`src/layer_norm_forward_assert.svh`:
```
// assertion macros for the layer norm block
`ifndef LAYER_NORM_FORWARD_ASSERT_SVH
`define LAYER_NORM_FORWARD_ASSERT_SVH

// same-cycle implication
`define LNF_ASSERT_NOW(lbl, ante, cons, msg) \
	lbl: assert property (@(posedge clk) disable iff (!arst_n) (ante) |-> (cons)) \
		else $error(msg);

// next-cycle implication
`define LNF_ASSERT_NEXT(lbl, ante, cons, msg) \
	lbl: assert property (@(posedge clk) disable iff (!arst_n) (ante) |=> (cons)) \
		else $error(msg);

`endif

```
`src/lnf_pkg.sv`:
```
package lnf_pkg;

	localparam int ROW_MAX_DEF = 64;
	localparam int LEN_W       = 7;
	localparam int IDX_W       = 6;
	localparam int X_W         = 16;
	localparam int D_W         = 23;
	localparam int SQ_W        = 50;
	localparam int DIV_NW      = 50;
	localparam int DIV_DW      = 30;
	localparam int SQRT_RW     = 24;
	localparam int E_W         = 31;
	localparam int NUM_W       = 39;
	localparam int Q_W         = 52;

	localparam logic [LEN_W-1:0] ROW_LEN_RST = 7'd64;
	localparam logic signed [X_W-1:0] SCALE_ONE = 16'sd4096;
	localparam logic signed [X_W-1:0] OFFSET_ZERO = 16'sd0;

	localparam logic CMD_TABLE = 1'b0;
	localparam logic CMD_PUSH  = 1'b1;

	typedef enum logic [3:0] {
		ST_IDLE,
		ST_SUM,
		ST_SQ,
		ST_VARS,
		ST_VARW,
		ST_SQRTS,
		ST_SQRTW,
		ST_DEN,
		ST_RD,
		ST_D,
		ST_MUL,
		ST_DIVS,
		ST_DIVW,
		ST_OUT
	} lnf_state_t;

endpackage

```
`src/lnf_sqrt.sv`:
```
module lnf_sqrt #(
	parameter int RW = lnf_pkg::SQRT_RW
) (
	input  logic            clk,
	input  logic            arst_n,
	input  logic            start,
	input  logic [2*RW-1:0] val,
	output logic            done,
	output logic [RW-1:0]   root
);

	localparam int CW = $clog2(RW + 1);

	logic [CW-1:0]   cnt_q;
	logic            done_q;
	logic [2*RW-1:0] val_q;
	logic [RW:0]     rem_q;
	logic [RW-1:0]   root_q;
	logic [RW+1:0]   rem_sh;
	logic [RW+1:0]   trial;
	logic [RW+2:0]   diff;
	logic            ge;

	// two radicand bits per cycle, one root bit out
	always_comb begin
		rem_sh = {rem_q[RW-1:0], val_q[2*RW-1:2*RW-2]};
		trial  = {root_q, 2'b01};
		diff   = {1'b0, rem_sh} - {1'b0, trial};
		ge     = ~diff[RW+2];
	end

	always_ff @(posedge clk or negedge arst_n) begin
		if (!arst_n) begin
			cnt_q  <= '0;
			done_q <= 1'b0;
		end else begin
			done_q <= 1'b0;
			if (start) begin
				cnt_q <= CW'(RW);
			end else if (cnt_q != '0) begin
				cnt_q <= cnt_q - 1'b1;
				if (cnt_q == CW'(1)) begin
					done_q <= 1'b1;
				end
			end
		end
	end

	always_ff @(posedge clk) begin
		if (start) begin
			val_q  <= val;
			rem_q  <= '0;
			root_q <= '0;
		end else if (cnt_q != '0) begin
			val_q  <= {val_q[2*RW-3:0], 2'b00};
			rem_q  <= ge ? diff[RW:0] : rem_sh[RW:0];
			root_q <= {root_q[RW-2:0], ge};
		end
	end

	assign done = done_q;
	assign root = root_q;

endmodule

```
`config.mk`:
```
export PLATFORM = sky130hd
export DESIGN_NAME = lnf_sqrt
export DESIGN_NICKNAME = d
export VERILOG_FILES = /design/src/layer_norm_forward_assert.svh /design/src/lnf_pkg.sv /design/src/lnf_sqrt.sv
export SDC_FILE = /design/constraint.sdc
export NUM_CORES = 1
export LEC_CHECK = 0
export BUFFER_PORTS_ARGS = -buffer_cell sky130_fd_sc_hd__buf_2
export CORE_MARGIN = 2
export CORE_UTILIZATION = 60
export CTS_BUF_LIST = sky130_fd_sc_hd__clkbuf_8
export DETAILED_ROUTE_END_ITERATION = 10
export PLACE_DENSITY = 0.83
export SLEW_MARGIN = 20
export SYNTH_ARGS = -nofsm -noshare
export SYNTH_HDL_FRONTEND = slang
export SYNTH_SLANG_ARGS = --single-unit
export TNS_END_PERCENT = 50
```
`constraint.sdc`:
```
create_clock -name clk -period 3.8 [get_ports clk]
set_clock_uncertainty 0.2 [all_clocks]
set_input_delay 0.57 -clock clk [delete_from_list [all_inputs] [get_ports clk]]
set_output_delay 0.57 -clock clk [all_outputs]
set_load 0.05 [all_outputs]
```
# Word-level counts from Yosys, hierarchy flattened
# Cells that the tools add are included.
totals:
  reg_bits: 102
  input_bits: 51
  out_inout_bits: 25
  elab_cells: 19
op_classes:
  n_addsub: 2
  eq_ne: 1
  muxes: 8
  bitwise_logic: 1
  n_reduce_logical: 2
op_table:
  columns: ["operator", "count"]
  rows:
  - ["48-bit two-way mux", 2]
  - ["26-bit by 26-bit subtractor with 27-bit output", 1]
  - ["24-bit two-way mux", 1]
  - ["5-bit two-way mux", 2]
  - ["5-bit by 1-bit == test with 1-bit output, second input constant", 1]
  - ["5-bit nonzero test", 1]
  - ["5-bit by 1-bit subtractor with 5-bit output, second input constant", 1]
  - ["1-bit two-way mux", 3]
  - ["2-bit nonzero test", 1]
  - ["1-bit NOT", 1]

# Longest topological paths before layout
depth:
  depth_word: 4
  mapped_depth: 12
  depth_no_buf: 10

# Worst setup path after synthesis
# Ideal clock, no wire load.
synth_timing:
  path_kind: "reg2reg"
  start: "reg root_q[0] (netlist: root[0])"
  end: "reg rem_q[14]"
  setup_time_ns: 0.137
  arrival_ns: 2.690
  t_required_ns: 3.463
  slack_ns: 0.773
  stages_incl_launch_ff: 12
  n_path_buf: 1
  synth_period_minus_slack_ns: 3.027
  path_cell_list: "dfxtp_1 > inv_1 > ha_1 > nor2b_1 > o211ai_1 > nand3_1 > a221o_2 > a21oi_4 > buf_6 > nor2_1 > a211oi_1 > a211oi_1"
synth_via:
  elab_chain_len: 2
synth_rtl:
  columns: ["element", "line", "source"]
  rows:
  - ["from (decl)", "lnf_sqrt.sv:18", "logic [RW-1:0] root_q;"]
  - ["from (signal assigned)", "lnf_sqrt.sv:57", "root_q <= {root_q[RW-2:0], ge};"]
  - ["26-bit by 26-bit subtractor with 27-bit output", "lnf_sqrt.sv:28", "diff = {1'b0, rem_sh} - {1'b0, trial};"]
  - ["24-bit two-way mux", "lnf_sqrt.sv:56", "rem_q <= ge ? diff[RW:0] : rem_sh[RW:0];"]
  - ["to (signal assigned)", "lnf_sqrt.sv:56", null]
  - ["to (decl)", "lnf_sqrt.sv:17", "logic [RW:0] rem_q;"]
# Every way passes these cells.
# A chain may end at the register's enable or synchronous reset.

# Final worst setup path
layout_timing:
  start: "reg root_q[9] (netlist: root[9])"
  end: "reg rem_q[14]"
# The elaborated chain is that of the path after synthesis.

==> qor.yml <==
synth:
  yosysWarnings: 0
  synth-seq-cells: 102
  seq_area_frac_synth_pct: 45.8
  ys.flop_type: "edfxtp_1"
  synthArstFlopShare_pct: 5.88
  avgSynthCellArea_sq_um: 9.92
  syn_inst: 561
  synth_edf_count: 48
  syn_area_sq_mm: 0.00557
  synth_nets: 640
  synth_cell_types: 61
floorplanning:
  io_pins: 76
  num_rows: 35
  die_h_um: 100
  coreArea_sq_mm: 0.00911
  die-area_sq_mm: 0.0101
  start_util_pct: 61.1
  fp.dieW_um: 100
pwr:
  intPower_mw: 2.70
  vdd_ir_drop_max_mv: 0.287
  power.leakage_nw: 2.59
  switching_power_mw: 1.80
  seqPwrFrac_pct: 31.8
  p_clk_share_pct: 15.8
  combPwrFrac_pct: 52.4
  switching_share_pct: 40.0
  powerDensity_mw_per_mm2: 722
routing:
  wl_met3_um: 653
  via_per_inst: 5.84
  drt_iter0_drc: 177
  drc: 0
  routed_wirelength_mm: 11.3
  dr.pass1.iters: 4
  drt-met1-wl_mm: 4.72
  met2WireLength_mm: 5.76
  wl_per_cell_um: 15.3
  route.vias.total: 4316
  dr.max_layer_used: "met4"
  ant_nets: 0
finish:
  layout_common_cells: "buf_2, nand2_1, dfxtp_1, edfxtp_1"
  utilization_pct: 68.4
  drive_gt1_share_pct: 25.0
  layout_commonest_cell: "buf_2"
  nNetsFinal: 702
  syn2layout_area_growth_pct: 11.9
  diodes: 0
clock_tree:
  htreeDepth: 3
  cts_tree: "built"
  numCtsBuffers: 9
  clock_path_buffers: 2
  post_cts_buffers: 0
  clkSinkCount: 102
  root_buffer: "clkbuf_8"
  clk_latency_ps: 370
  clk_pin_slew_ps: 110
global_routing:
  grt_pass1_vias: 4277
  grt_pass1_wl_mm: 19.1
  grt_antenna_before_repair: 0
  gr-total-overflow: 0
  grt_usage_pct: 23.6
  grt_max_degree: 61
sta:
  worst_slew_pin_slew_ps: 759
  fin_crit_ps: 3220
  tns_ps: 0
  fin_crit_sh_pct: 84.7
  finalHoldViolCount: 0
  rsz0062_at_grt: "false"
  finalSetupViolations: 0
  fmax_ghz: 0.311
  drv_slew: 0
  relSlewSlack_pct: 49.3
setup_path:
  path_class: "register to register"
  cp.required_ps: 3830
  worstPathArrival_ps: 3250
  cp-end-kind: "register"
  cp-start-kind: "register"
  cp_max_fo: 17
run_status:
  outcome: "complete, no violations"
run:
  maxCapViolations: 0
worst_hold_path:
  min_path_type: "register to register"
placed_design:
  io_buffers: 75
  dp_hpwl_mm: 8.02
  gp_congestion: 0.907
[metrics by stage]
stage	setup WS, ps	hold slack [ps]	instances	area [sq um]	total power [mW]
after floorplan	773	74.4	561	5570	3.35
after global placement	714	198	722	6010	3.69
after detailed placement	585	197	722	6010	3.77
after CTS	602	266	739	6230	4.49
after global routing	270	282	739	6230	4.85
final	581	272	739	6230	4.50
[repair_timing]
action | CTS | global route
resized for setup | 0 | 0
hold buffers | 1 | 0
endpoints found under the hold margin | 6 | 0
[final timing paths]
path / slack (ps) / depth (start not counted) / to / from
max in group asynchronous: 2920 / 2 / cnt_q[4] / arst_n
min: 270 / 2 / root[23] / root[23]
min reg2reg: 270 / 2 / root[23] / root[23]
max: 580 / 11 / rem_q[14] / root[9]
max reg2reg: 580 / 11 / rem_q[14] / root[9]
min in group asynchronous: 340 / 2 / done / arst_n
[per-layer routing]
metal,vias to the layer above,global-route usage (%)
met5,-,0
met4,0,8.22
met3,16,5.64
met2,104,41.1
met1,2058,28.5
li1,2138,-
[flip-flops by register name, summed over array words and instances (netlist names)]
signal and cells:
done 1, val_q 48, rem_q 24, root 24
cnt_q 5
[worst max-delay path, stage by stage (launching register included)]
cell      delay [ps]
dfxtp_1          380
inv_1             60
ha_1             400
a21o_1           210
a22oi_1          260
nand2b_1         100
a221o_2          410
a21oi_4          440
buf_4            270
nor2_1            60
a211oi_1         220
a211oi_1          70
[synthesized netlist by cell type (8+ instances only)]
cell      count  area, sq um
nand2_1      68          255
dfxtp_1      48          961
edfxtp_1     48         1440
a21oi_1      47          235
mux2_2       47          529
nor2_1       40          150
inv_1        32          120
ha_1         28          350
a211oi_1     20          150
clkbuf_1     19         71.3
a21o_1       14          105
nor3_1       13         65.1
o21ai_0      12         60.1
xnor2_1      11         96.3
xor2_1       10         87.6
nand3_1       8         40.0
[final cells by class]
| class | count | area [sq um] |
|---|---|---|
| multi-input cells | 394 | 2740 |
| well taps | 111 | 139 |
| flip-flops and latches | 102 | 2550 |
| clock inverters | 7 | 80.1 |
| clock buffers | 9 | 124 |
| fillers | 725 | 2880 |
| repair buffers | 83 | 465 |
| inverters | 33 | 124 |
[power groups by stage]
stage	clock network, mW	logic (mW)	registers, mW
6_report	0.709	2.36	1.43
5_1_grt	0.767	2.64	1.45
4_1_cts	0.729	2.33	1.43
3_5_place_dp	0	2.32	1.45
3_3_place_gp	0	2.25	1.44
2_1_floorplan	0	1.90	1.45
[cell families after synthesis]
logic type                 count (synthesis)  synth area share [%]
AOI/OAI and AO/OA                        140                  17.3
xor gates and xnor gates                  21                  3.30
adders and majority gates                 28                  6.29
buffers and inverters                     65                  4.92
DFF                                      102                  45.8
muxes                                     50                  10.0
and+or+nand+nor                          155                  12.3
No activity file was read; power rests on OpenSTA's default activity.
