`config.mk`:
```
export PLATFORM = sky130hd
export DESIGN_NAME = lnf_div
export DESIGN_NICKNAME = d
export VERILOG_FILES = /design/src/layer_norm_forward_assert.svh /design/src/lnf_pkg.sv /design/src/lnf_div.sv
export SDC_FILE = /design/constraint.sdc
export NUM_CORES = 1
export LEC_CHECK = 0
export ABC_AREA = 0
export BUFFER_PORTS_ARGS = -buffer_cell sky130_fd_sc_hd__buf_2
export CORE_MARGIN = 2
export CORE_UTILIZATION = 50
export DETAILED_ROUTE_END_ITERATION = 12
export GPL_TIMING_DRIVEN = 0
export PLACE_DENSITY = 0.75
export SLEW_MARGIN = 0
export SYNTH_ARGS = -nofsm -noshare
export SYNTH_HDL_FRONTEND = slang
export SYNTH_SLANG_ARGS = --single-unit
```
`constraint.sdc`:
```
create_clock -name clk -period 3.42 [get_ports clk]
set_input_delay 0.342 -clock clk [delete_from_list [all_inputs] [get_ports clk]]
set_output_delay 0.342 -clock clk [all_outputs]
set_load 0.03 [all_outputs]
```
`src/layer_norm_forward_assert.svh`:
```
// assertion macros for the layer norm block
`ifndef LAYER_NORM_FORWARD_ASSERT_SVH
`define LAYER_NORM_FORWARD_ASSERT_SVH

// same-cycle implication
`define LNF_ASSERT_NOW(lbl, ante, cons, msg) \
	lbl: assert property (@(posedge clk) disable iff (!arst_n) (ante) |-> (cons)) \
		else $error(msg);

// next-cycle implication
`define LNF_ASSERT_NEXT(lbl, ante, cons, msg) \
	lbl: assert property (@(posedge clk) disable iff (!arst_n) (ante) |=> (cons)) \
		else $error(msg);

`endif

```
`src/lnf_pkg.sv`:
```
package lnf_pkg;

	localparam int ROW_MAX_DEF = 64;
	localparam int LEN_W       = 7;
	localparam int IDX_W       = 6;
	localparam int X_W         = 16;
	localparam int D_W         = 23;
	localparam int SQ_W        = 50;
	localparam int DIV_NW      = 50;
	localparam int DIV_DW      = 30;
	localparam int SQRT_RW     = 24;
	localparam int E_W         = 31;
	localparam int NUM_W       = 39;
	localparam int Q_W         = 52;

	localparam logic [LEN_W-1:0] ROW_LEN_RST = 7'd64;
	localparam logic signed [X_W-1:0] SCALE_ONE = 16'sd4096;
	localparam logic signed [X_W-1:0] OFFSET_ZERO = 16'sd0;

	localparam logic CMD_TABLE = 1'b0;
	localparam logic CMD_PUSH  = 1'b1;

	typedef enum logic [3:0] {
		ST_IDLE,
		ST_SUM,
		ST_SQ,
		ST_VARS,
		ST_VARW,
		ST_SQRTS,
		ST_SQRTW,
		ST_DEN,
		ST_RD,
		ST_D,
		ST_MUL,
		ST_DIVS,
		ST_DIVW,
		ST_OUT
	} lnf_state_t;

endpackage

```
`src/lnf_div.sv`:
```
module lnf_div #(
	parameter int NW = lnf_pkg::DIV_NW,
	parameter int DW = lnf_pkg::DIV_DW
) (
	input  logic          clk,
	input  logic          arst_n,
	input  logic          start,
	input  logic [NW-1:0] num,
	input  logic [DW-1:0] den,
	output logic          done,
	output logic [NW-1:0] quo
);

	localparam int CW = $clog2(NW + 1);

	logic [CW-1:0] cnt_q;
	logic          done_q;
	logic [DW:0]   rem_q;
	logic [NW-1:0] quo_q;
	logic [DW-1:0] den_q;
	logic [DW:0]   rem_sh;
	logic [DW+1:0] diff;
	logic          ge;

	// one quotient bit per cycle, restoring
	always_comb begin
		rem_sh = {rem_q[DW-1:0], quo_q[NW-1]};
		diff   = {1'b0, rem_sh} - {2'b00, den_q};
		ge     = ~diff[DW+1];
	end

	always_ff @(posedge clk or negedge arst_n) begin
		if (!arst_n) begin
			cnt_q  <= '0;
			done_q <= 1'b0;
		end else begin
			done_q <= 1'b0;
			if (start) begin
				cnt_q <= CW'(NW);
			end else if (cnt_q != '0) begin
				cnt_q <= cnt_q - 1'b1;
				if (cnt_q == CW'(1)) begin
					done_q <= 1'b1;
				end
			end
		end
	end

	always_ff @(posedge clk) begin
		if (start) begin
			rem_q <= '0;
			quo_q <= num;
			den_q <= den;
		end else if (cnt_q != '0) begin
			rem_q <= ge ? diff[DW:0] : rem_sh;
			quo_q <= {quo_q[NW-2:0], ge};
		end
	end

	assign done = done_q;
	assign quo  = quo_q;

endmodule

```
# Yosys cells after proc, flatten, opt, wreduce, memory -nomap -nowiden
# Cells that the tools add are included.
# Widths: inputs -> output; s select.
word_totals:
  ff_bits: 117
  input_bits: 83
op_classes:
  add_sub_neg: 2
  n_eq_ne: 1
  mux: 8
  bitwise: 1
  n_reduce_logical: 2
ops:
  columns: ["operator", "n"]
  rows:
  - ["$mux 50", 2]
  - ["$sub 31x30->32", 1]
  - ["$mux 30", 1]
  - ["$mux 6", 2]
  - ["$eq 6x1->1 const B", 1]
  - ["$reduce_bool 6->1", 1]
  - ["$sub 6x1->6 const B", 1]
  - ["$mux 1", 3]
  - ["$reduce_bool 2->1", 1]
  - ["$not 1->1", 1]

# Longest topological paths before layout
# Gate-level depths: netlist (run 1).
logic_depth:
  word_depth: 4
  depth_mapped: 13
  depth_no_buf: 11

# Worst setup path after synthesis (run 1)
# OpenSTA, ideal clock, no wires.
synth_timing:
  path_type: "register -> register"
  from: "reg quo_q[49], in the netlist quo[49]"
  to: "reg rem_q[28]"
  setup_time_ps: 129
  arrival_time_ps: 2685
  required_time_ps: 3291
  path_slack_ps: 606
  path_stages_with_launch: 12
  period_less_slack_ps: 2814
  cell_sequence: "edfxtp_1 > inv_1 > ha_1 > fa_1 > nor2b_1 > o31a_1 > o21ai_0 > o211ai_1 > a31oi_1 > and4b_1 > o31ai_1 > a211oi_1"
synth_via:
  elab_chain_len: 2
synth_rtl:
  columns: ["element", "line_no", "text"]
  rows:
  - ["from (decl)", "lnf_div.sv:19", "logic [NW-1:0] quo_q;"]
  - ["from (signal assigned)", "lnf_div.sv:52", "quo_q <= num;"]
  - ["from (signal assigned)", "lnf_div.sv:56", "quo_q <= {quo_q[NW-2:0], ge};"]
  - ["$sub 31x30->32", "lnf_div.sv:28", "diff = {1'b0, rem_sh} - {2'b00, den_q};"]
  - ["$mux 30", "lnf_div.sv:55", "rem_q <= ge ? diff[DW:0] : rem_sh;"]
  - ["to (signal assigned)", "lnf_div.sv:55", null]
  - ["to (decl)", "lnf_div.sv:18", "logic [DW:0] rem_q;"]
# Every way passes these cells.
# A chain may end at the register's enable or synchronous reset.

# Worst setup path after layout (run 1)
layout_timing:
  from: "reg rem_q[16]"
  to: "reg rem_q[27]"
layout_via:
  elab_chain_len: 2
layout_rtl:
  columns: ["element", "line_no"]
  rows:
  - ["$sub 31x30->32", "lnf_div.sv:28"]
  - ["$mux 30", "lnf_div.sv:55"]
# Every way passes these cells.

==> results_dict.tcl, run 1 <==
set metrics [dict create \
    status "complete, no violations" \
    die_h_um 118.7 \
    sw_frac_of_total 0.3503 \
    r2r-start "rem_q[16]" \
    final_max_slew_viol_count 0 \
    p_int_mw 3.707 \
    yosys_warnings 0 \
    setup_viol 0 \
    htreeDepth 4 \
    numCtsBuffers 17 \
    slew_headroom 0.4917 \
    area_growth_pct 22.48 \
    n_antenna_cell 0 \
    ant_nets 0 \
    dr.pass1.iters 5 \
    layout-drive-gt1-share 0.3259 \
    clkLatencyLatePin_ns 0.42 \
    synth_cells 590 \
    num_rows 41 \
    hp-class "in -> reg" \
    seqPwrFrac 0.339 \
    synthesis.nets 706 \
    synth.area.top_cells "edfxtp_1 37%, dfxtp_1 9.1%, mux2_2 9.1%, ha_1 6.1%, nor2_1 3.4%" \
    comb_power_share 0.366 \
    clock-skew-final_ns 0.01067 \
    initial_core_util 0.5170 \
    synth_top_area_frac 0.3652 \
    clock_sinks 117 \
    hpwl_um 11730 \
    post_cts_resized 0 \
    reg2reg_depth 10 \
    grt_pass1_wl_um 26540 \
    powerDensity_mw_per_mm2 708.1 \
    fp.dieW_um 118.7 \
    ys_dominant_reg_cell "edfxtp_1" \
    avgSynthCellArea_um2 11.15 \
    wl_per_cell_um 17.21 \
    finalHoldViolCount 0 \
    power_frac_clock 0.295 \
    place.gp.congestion 0.9188 \
    max_slew.worst_pin.slew_ns 0.7625 \
    cts_tree "built" \
    rrSetupSlack_ns 0.30 \
    synth_edf_count 80 \
    ys_seq_area_frac 0.4832 \
    port_buffers 133 \
    ys_ff_latch 117 \
    core-area_mm2 0.01272 \
    grt_pass1_vias 5415 \
    gr-total-overflow 0 \
    hp-start "den[2]" \
    crit_required_ns 3.75 \
    start_kind "flip-flop" \
    endpoint_kind "flip-flop" \
    ys_async_sr_fraction 0.05983 \
    synth_top_area_cell "edfxtp_1" \
    synth_cell_types 68 \
    p_leak_nw 3.471 \
    arrival_ns 3.45 \
    fin_setup_tns_ns 0 \
    whs_path_depth 1 \
    wl_um 16010 \
    route.vias.total 5203 \
    cts.clk_slew.worst_paths_ns 0.06 \
    cap_violations 0 \
    grt_max_degree 32 \
    synth_area_mm2 0.006578 \
    dieArea_mm2 0.01409 \
    drtIter0Drc 287 \
    track_usage 0.2390 \
    cts_buffer_depth 2 \
    max_freq_mhz 320.0 \
    layout.nets 863 \
    period_minus_slack_ns 3.125 \
    crit_type "reg -> reg" \
    rsz0062_at_grt "false" \
    total_power_mw 5.705 \
    worst-path-max-fanout 10 \
    viasPerCell 5.595 \
    drc 0 \
    power.switching_mw 1.998 \
    cts-root-buf "clkbuf_16" \
    hold-path-endpoint "den_q[2]" \
    io_pins 134 \
    period_share 0.9137 \
    ir_drop_mv 0.4023 \
    antenna_found_initial 0 \
    worstReg2RegEnd "rem_q[27]" \
]
layout make-up:
cell class	instances	area, um2
plain buffers	23	161.4
multi-input cells	407	3077
inverters	43	161.4
fillers	1061	4666
repair buffers	138	718.2
clock inverters	11	112.6
well taps	172	215.2
clock buffers	19	432.9
flip-flops and latches	117	3178
sequential cells by signal (all words and copies together) (netlist names):
register / flops
den_q: 30
cnt_q: 6
quo: 50
done: 1
rem_q: 30
routing by layer:
layer | track usage | vias to the layer above | part of all wire
li1 | - | 2505 | -
met1 | 0.2871 | 2478 | 0.42
met2 | 0.3944 | 198 | 0.48
met3 | 0.08349 | 22 | 0.079
met4 | 0.09003 | 0 | 0.018
met5 | 0 | - | 0
critical path: stages (launching register included):
cell	delay, ns
dfxtp_1	0.36
ha_1	0.41
o21ai_0	0.11
a21oi_1	0.20
a2bb2oi_1	0.33
a41oi_1	0.12
o211a_1	0.31
o31ai_4	0.51
buf_6	0.25
o2111ai_1	0.16
a311oi_2	0.27
timing repair:
action,4_1_cts,5_1_grt
hold endpoints to repair,7,0
endpoints found under the setup margin,0,1
hold buffers,1,0
buffers inserted,0,3
worst max path at each step:
stage | slack (ns) | start | to
after floorplan | 0.61 | quo[49] | rem_q[28]
after global placement | -0.60 | start | quo[42]
after detailed placement | 0.11 | start | quo[43]
after CTS | 0.19 | quo[49] | rem_q[28]
after global routing | 0.10 | rem_q[16] | rem_q[27]
final | 0.30 | rem_q[16] | rem_q[27]
synth_stat cells, types with 3 or more instances:
master,instances
a211o_1,4
a211oi_1,21
a21o_1,5
a21oi_1,32
a311oi_2,5
a31oi_1,4
and2_1,3
buf_1,4
buf_6,7
clkbuf_1,8
dfrtp_1,7
dfxtp_1,30
edfxtp_1,80
ha_1,32
inv_1,43
mux2_2,53
mux2i_1,15
nand2_1,39
nand2b_1,4
nand3_1,8
nor2_1,60
nor2b_1,5
nor3_1,7
nor4_1,4
o21a_1,6
o21ai_0,20
o21bai_1,6
or2_2,3
or3_1,3
xnor2_1,14
xor2_1,6
metrics by stage:
stage | std cells | hold WS [ns] | worst slack (ns) | utilization | instance area [um2]
detailed placement | 896 | 0.1846 | 0.1084 | 0.5878 | 7478
finish | 930 | 0.09716 | 0.2953 | 0.6333 | 8056
CTS | 927 | 0.08387 | 0.1890 | 0.6315 | 8034
global placement | 895 | 0.1814 | -0.6009 | 0.5863 | 7458
floorplan | 590 | 0.04641 | 0.6061 | - | 6578
global route | 930 | 0.08029 | 0.1007 | 0.6333 | 8056
cell families after synthesis:
group	count (synthesis)	synth area share
adders and majority gates	33	0.06391
xor gates and xnor gates	20	0.02663
muxes	68	0.1136
buffers and inverters	66	0.04908
and+or+nand+nor	145	0.09987
AOI/OAI and AO/OA	141	0.1638
DFF	117	0.4832
power by group through the flow:
stage	Clock (mW)	Combinational [mW]	Sequential, mW
finish	1.68	2.09	1.94
global route	1.77	2.29	1.96
CTS	1.70	2.05	1.93
detailed placement	0	2.03	1.95
global placement	0	1.97	1.95
floorplan	0	1.45	2.05
cell usage in the layout (no fill, tap or decap), types with 7 or more instances in the layout:
master     netlist  layout
nor3_1           7       7
dfrtp_1          7       7
clkbuf_1         8      10
nand3_1          8       8
xnor2_1         14      14
ha_1            32      32
o21ai_0         20      20
a21oi_1         32      32
edfxtp_1        80      80
nor2_1          60      60
buf_2            2     135
mux2i_1         15      15
buf_6            7       7
clkbuf_16        0      17
inv_1           43      42
mux2_2          53      53
a211oi_1        21      21
dfxtp_1         30      30
nand2_1         39      39
Note: power is estimated with default switching activity, not from simulation.
==> run 2, diff against run 1 <==
clock period = 3.2 ns   (was 3.42 ns; I/O delays follow)
==> run 2 against run 1 <==
  * Sequential power is 7% higher
  * Count of clock-buffer cells in the layout unchanged
  * Critical path type unchanged
  * Sequential cell count unchanged
  * Maximum frequency rose by 3.8%
  * Clock power up 7%
  * Power increased by 7.0%
  * Combinational power rose by 8%
  * Global-route usage barely moved
==> results_dict.tcl, run 2 (same netlist as run 1, synthesis figures left out) <==
set metrics [dict create \
    port_buffers 133 \
    setup_viol 0 \
    wl_per_cell_um 17.31 \
    slew_headroom 0.4998 \
    endpoint_kind "flip-flop" \
    numCtsBuffers 17 \
    grt_pass1_vias 5414 \
    htreeDepth 4 \
    cts-root-buf "clkbuf_16" \
    area_growth_pct 22.60 \
    dr.pass1.iters 5 \
    period_minus_slack_ns 3.012 \
    hp-class "in -> reg" \
    clock_sinks 117 \
    largest_register_ffs 50 \
    whs_ns 0.07779 \
    drc 0 \
    worst-path-max-fanout 10 \
    initial_core_util 0.5170 \
    viasPerCell 5.592 \
    period_share 0.9412 \
    rrSetupSlack_ns 0.19 \
    final_common_cell "buf_2" \
    grt_max_degree 32 \
    hpwl_um 11730 \
    p_leak_nw 3.477 \
    max_freq_mhz 332.0 \
    io_pins 134 \
    start_kind "flip-flop" \
    layout.nets 864 \
    route.vias.total 5206 \
    gr-total-overflow 0 \
    track_usage 0.2393 \
    final_max_slew_viol_count 0 \
    arrival_ns 3.33 \
    wl_um 16120 \
    ir_drop_mv 0.4235 \
    drtIter0Drc 298 \
    final_cell_mix "135 x buf_2, 80 x edfxtp_1, 60 x nor2_1" \
    clock-skew-final_ns 0.009417 \
    finalHoldViolCount 0 \
    fp.dieW_um 118.7 \
    status "complete, no violations" \
    cts.clk_slew.worst_paths_ns 0.06 \
    ant_nets 0 \
    fillCellCount 1063 \
    cts_buffer_depth 2 \
    crit_type "reg -> reg" \
    powerDensity_mw_per_mm2 757.2 \
    grt_pass1_wl_um 26580 \
    n_antenna_cell 0 \
    total_power_mw 6.106 \
    cts_tree "built" \
    rsz0062_at_grt "false" \
    core-area_mm2 0.01272 \
    max_slew.worst_pin.slew_ns 0.7503 \
    crit_required_ns 3.52 \
    dieArea_mm2 0.01409 \
    layout-drive-gt1-share 0.3267 \
    num_rows 41 \
    die_h_um 118.7 \
    cap_violations 0 \
    clkLatencyLatePin_ns 0.42 \
    place.gp.congestion 0.9188 \
    antenna_found_initial 0 \
]
run 2: timing repair:
action                     4_1_cts  5_1_grt
hold buffers                     1        0
hold endpoints to repair         7        0
resized for setup                0        1
setup endpoints to repair        1       17
cloned                           0        0
pin swaps                        1        2
setup buffers                    1        3
run 2: routing by layer:
metal | part of all wire | vias to the layer above | global-route usage
li1 | - | 2510 | -
met1 | 0.42 | 2470 | 0.2883
met2 | 0.48 | 202 | 0.3940
met3 | 0.084 | 24 | 0.08349
met4 | 0.018 | 0 | 0.09003
met5 | 0 | - | 0
run 2: worst max-delay path: stages (launching register included):
cell and delay, ns:
edfxtp_1 0.36, inv_1 0.08, ha_1 0.28, o211ai_2 0.22, a21boi_1 0.27, a31oi_4 0.10
a2111oi_2 0.49, o211a_1 0.27, o31a_1 0.20, buf_6 0.16, buf_6 0.17, nand2_1 0.08
a311oi_2 0.24
run 2: cell type report:
cell class	instances	area [um2]	area share
buffer	23	161.4	0.02002
clock buffer	19	432.9	0.05369
clock inverter	11	112.6	0.01396
inverter	43	161.4	0.02002
multi-input combinational	407	3077	0.3815
sequential	117	3178	0.3941
tap	172	215.2	0.02669
timing repair buffer	139	725.7	0.08999
run 2: path summary, 6_finish.rpt:
| check | start | endpoint | depth (start not counted) |
|---|---|---|---|
| setup / recovery | den_q[5] | rem_q[4] | 12 |
| hold / removal | den[4] | den_q[4] | 1 |
| setup reg to reg | den_q[5] | rem_q[4] | 12 |
| hold reg to reg | rem_q[8] | rem_q[8] | 2 |
| max in group asynchronous | arst_n | cnt_q[2] | 2 |
| min in group asynchronous | arst_n | cnt_q[0] | 2 |
run 2: through the flow:
step	cell area, um2	instances	worst slack (ns)	utilization	TNS (ns)
2_1_floorplan	6578	590	0.3861	-	0
3_3_place_gp	7458	895	-0.7989	0.5863	-39.88
3_5_place_dp	7478	896	-0.08955	0.5878	-2.392
4_1_cts	8041	928	0.09471	0.6321	0
5_1_grt	8064	931	0.003483	0.6339	0
6_report	8064	931	0.1883	0.6339	0
run 2: power by group:
group,total [mW],switching [mW],internal [mW]
Combinational,2.25,1.29,0.958
Sequential,2.07,0.183,1.89
Clock,1.79,0.668,1.12
==> run 3, diff against run 2 <==
REMOVE_ABC_BUFFERS = 1   (was default)
==> run 3 against run 2 <==
  * Maximum frequency down 1.0%
  * Routed wire length down 8.8%
  * Sequential share of layout area down 0.27 points
  * Via count down 3.8%
  * Die area unchanged
  * Sequential cell count unchanged
  * Clock power up 16%
  * Critical path type unchanged
==> results_dict.tcl, run 3 (same netlist as run 1, synthesis figures left out) <==
set metrics [dict create \
    arrival_ns 3.36 \
    numCtsBuffers 17 \
    p_leak_nw 3.500 \
    layout.nets 844 \
    fin_util 0.6383 \
    grt_pass1_vias 5037 \
    largest_register_ffs 50 \
    clock-skew-final_ns 0.01068 \
    num_rows 41 \
    status "complete, no violations" \
    route.vias.total 5010 \
    grt_pass1_wl_um 23950 \
    period_share 0.9509 \
    drtIter0Drc 264 \
    htreeDepth 4 \
    period_minus_slack_ns 3.043 \
    slew_headroom 0.3832 \
    ir_drop_mv 0.4852 \
    cts.clk_slew.worst_paths_ns 0.06 \
    dr.pass1.iters 5 \
    cap_violations 0 \
    start_kind "flip-flop" \
    fin_setup_tns_ns 0 \
    area_growth_pct 23.45 \
    worstReg2RegEnd "rem_q[7]" \
    die_h_um 118.7 \
    finalHoldViolCount 0 \
    max_freq_mhz 328.6 \
    cts_buffer_depth 2 \
    crit_type "reg -> reg" \
    hpwl_um 10100 \
    antenna_found_initial 0 \
    fillCellCount 1063 \
    clkLatencyLatePin_ns 0.42 \
    initial_core_util 0.5170 \
    track_usage 0.2117 \
    grt_max_degree 67 \
    final_max_slew_viol_count 0 \
    worst-path-max-fanout 10 \
    rsz0062_at_grt "false" \
    critPathMaxStageDelay_ns 0.47 \
    cp_slowest_cell "o31a_4" \
    layout-drive-gt1-share 0.3387 \
    whs_ns 0.07619 \
    cp-startpoint "den_q[8]" \
    use_met2 0.3355 \
    max_slew.worst_pin.slew_ns 0.9219 \
    io_pins 134 \
    cts-root-buf "clkbuf_16" \
    dieArea_mm2 0.01409 \
    final_cell_mix "132 x buf_2, 80 x edfxtp_1, 60 x nor2_1" \
    clock_sinks 117 \
    setup_viol 0 \
    powerDensity_mw_per_mm2 786.4 \
    total_power_mw 6.385 \
    place.gp.congestion 0.8687 \
    multi_input_area_mm2 0.003122 \
    endpoint_kind "flip-flop" \
    reg2reg_depth 10 \
    seq_area_mm2 0.003178 \
    fp.dieW_um 118.7 \
    n_antenna_cell 0 \
    r2r-start "den_q[8]" \
    crit_end "rem_q[7]" \
    hp-class "in -> reg" \
    port_buffers 133 \
    wl_per_cell_um 16.09 \
    drc 0 \
    gr-total-overflow 0 \
    path_cells "inv_1 > ha_1 > a21oi_1 > or2b_2 > nor2_1 > a2111oi_4 > o211a_1 > o31a_4 > or3_1 > a311oi_2" \
    gr-max-usage-layer "met2" \
    core-area_mm2 0.01272 \
    ant_nets 0 \
    crit_required_ns 3.52 \
    met1_usage 0.2679 \
    cts_tree "built" \
    viasPerCell 5.487 \
    final_common_cell "buf_2" \
    wl_um 14690 \
    rrSetupSlack_ns 0.16 \
    grtUsageMet3 0.07963 \
]
run 3: cell count changes in the layout (fill, tap and decap cells not counted), moves of 2 or more:
cell / delta
buf_2: -3
clkinv_1: -3
inv_6: +3
buf_1: -4
clkbuf_1: -10
buf_16: +2
buf_6: -7
clkinv_4: +2
clkinv_2: -2
bufinv_16: +2
run 3: metal layers:
| metal | share of wire | wire (um) | vias up |
|---|---|---|---|
| met5 | 0 | 0 | - |
| met4 | 0.0097 | 142 | 0 |
| met3 | 0.071 | 1043 | 12 |
| met2 | 0.47 | 6873 | 164 |
| met1 | 0.45 | 6633 | 2368 |
| li1 | - | - | 2466 |
run 3: through the flow:
step | cell area, um2 | setup slack [ns] | cells
after floorplan | 6416 | 0.04842 | 567
after global placement | 7297 | -1.161 | 872
after detailed placement | 7377 | -0.3727 | 875
after CTS | 8087 | 0.1227 | 912
after global routing | 8120 | 0.01173 | 913
final | 8120 | 0.1572 | 913
run 3: worst min path at each step:
stage,from,to,slack (ns),depth (start not counted)
2_1_floorplan,arst_n,cnt_q[0],0.02,0
3_3_place_gp,arst_n,cnt_q[5],0.15,1
3_5_place_dp,arst_n,cnt_q[4],0.16,1
4_1_cts,den[23],den_q[23],0.06,1
5_1_grt,den[26],den_q[26],0.06,1
6_report,den[26],den_q[26],0.08,1
run 3: timing repair:
action | 4_1_cts | 5_1_grt
gates resized for setup | 2 | 5
hold buffers | 1 | 0
cloned | 0 | 1
hold endpoints to repair | 7 | 0
pin swaps | 2 | 1
endpoints found under the setup margin | 16 | 9
setup buffers | 4 | 0
run 3: critical path: cells and delay by family, from the launching register on:
kind	cells	cell delay [ns]
AND/OR/NAND/NOR	3	0.89
adder cells (fa/ha/maj)	1	0.40
AO/OA/AOI/OAI	5	1.30
flip-flops	1	0.33
buffers and inverters	1	0.04
run 3: cell type report:
type                            instances  share of cell area
Clock buffer                           19             0.05578
Tap cell                              172             0.02650
Clock inverter                         13             0.02404
Timing Repair Buffer                  141             0.09800
Multi-Input combinational cell        408              0.3844
Sequential cell                       117              0.3914
Inverter                               43             0.01988
run 3: power by group:
part / leakage, nW / switching [mW] / internal [mW]
Clock: 0.307 / 0.720 / 1.35
Combinational: 2.04 / 1.28 / 0.975
Sequential: 1.15 / 0.172 / 1.89
Total: 3.50 / 2.17 / 4.21
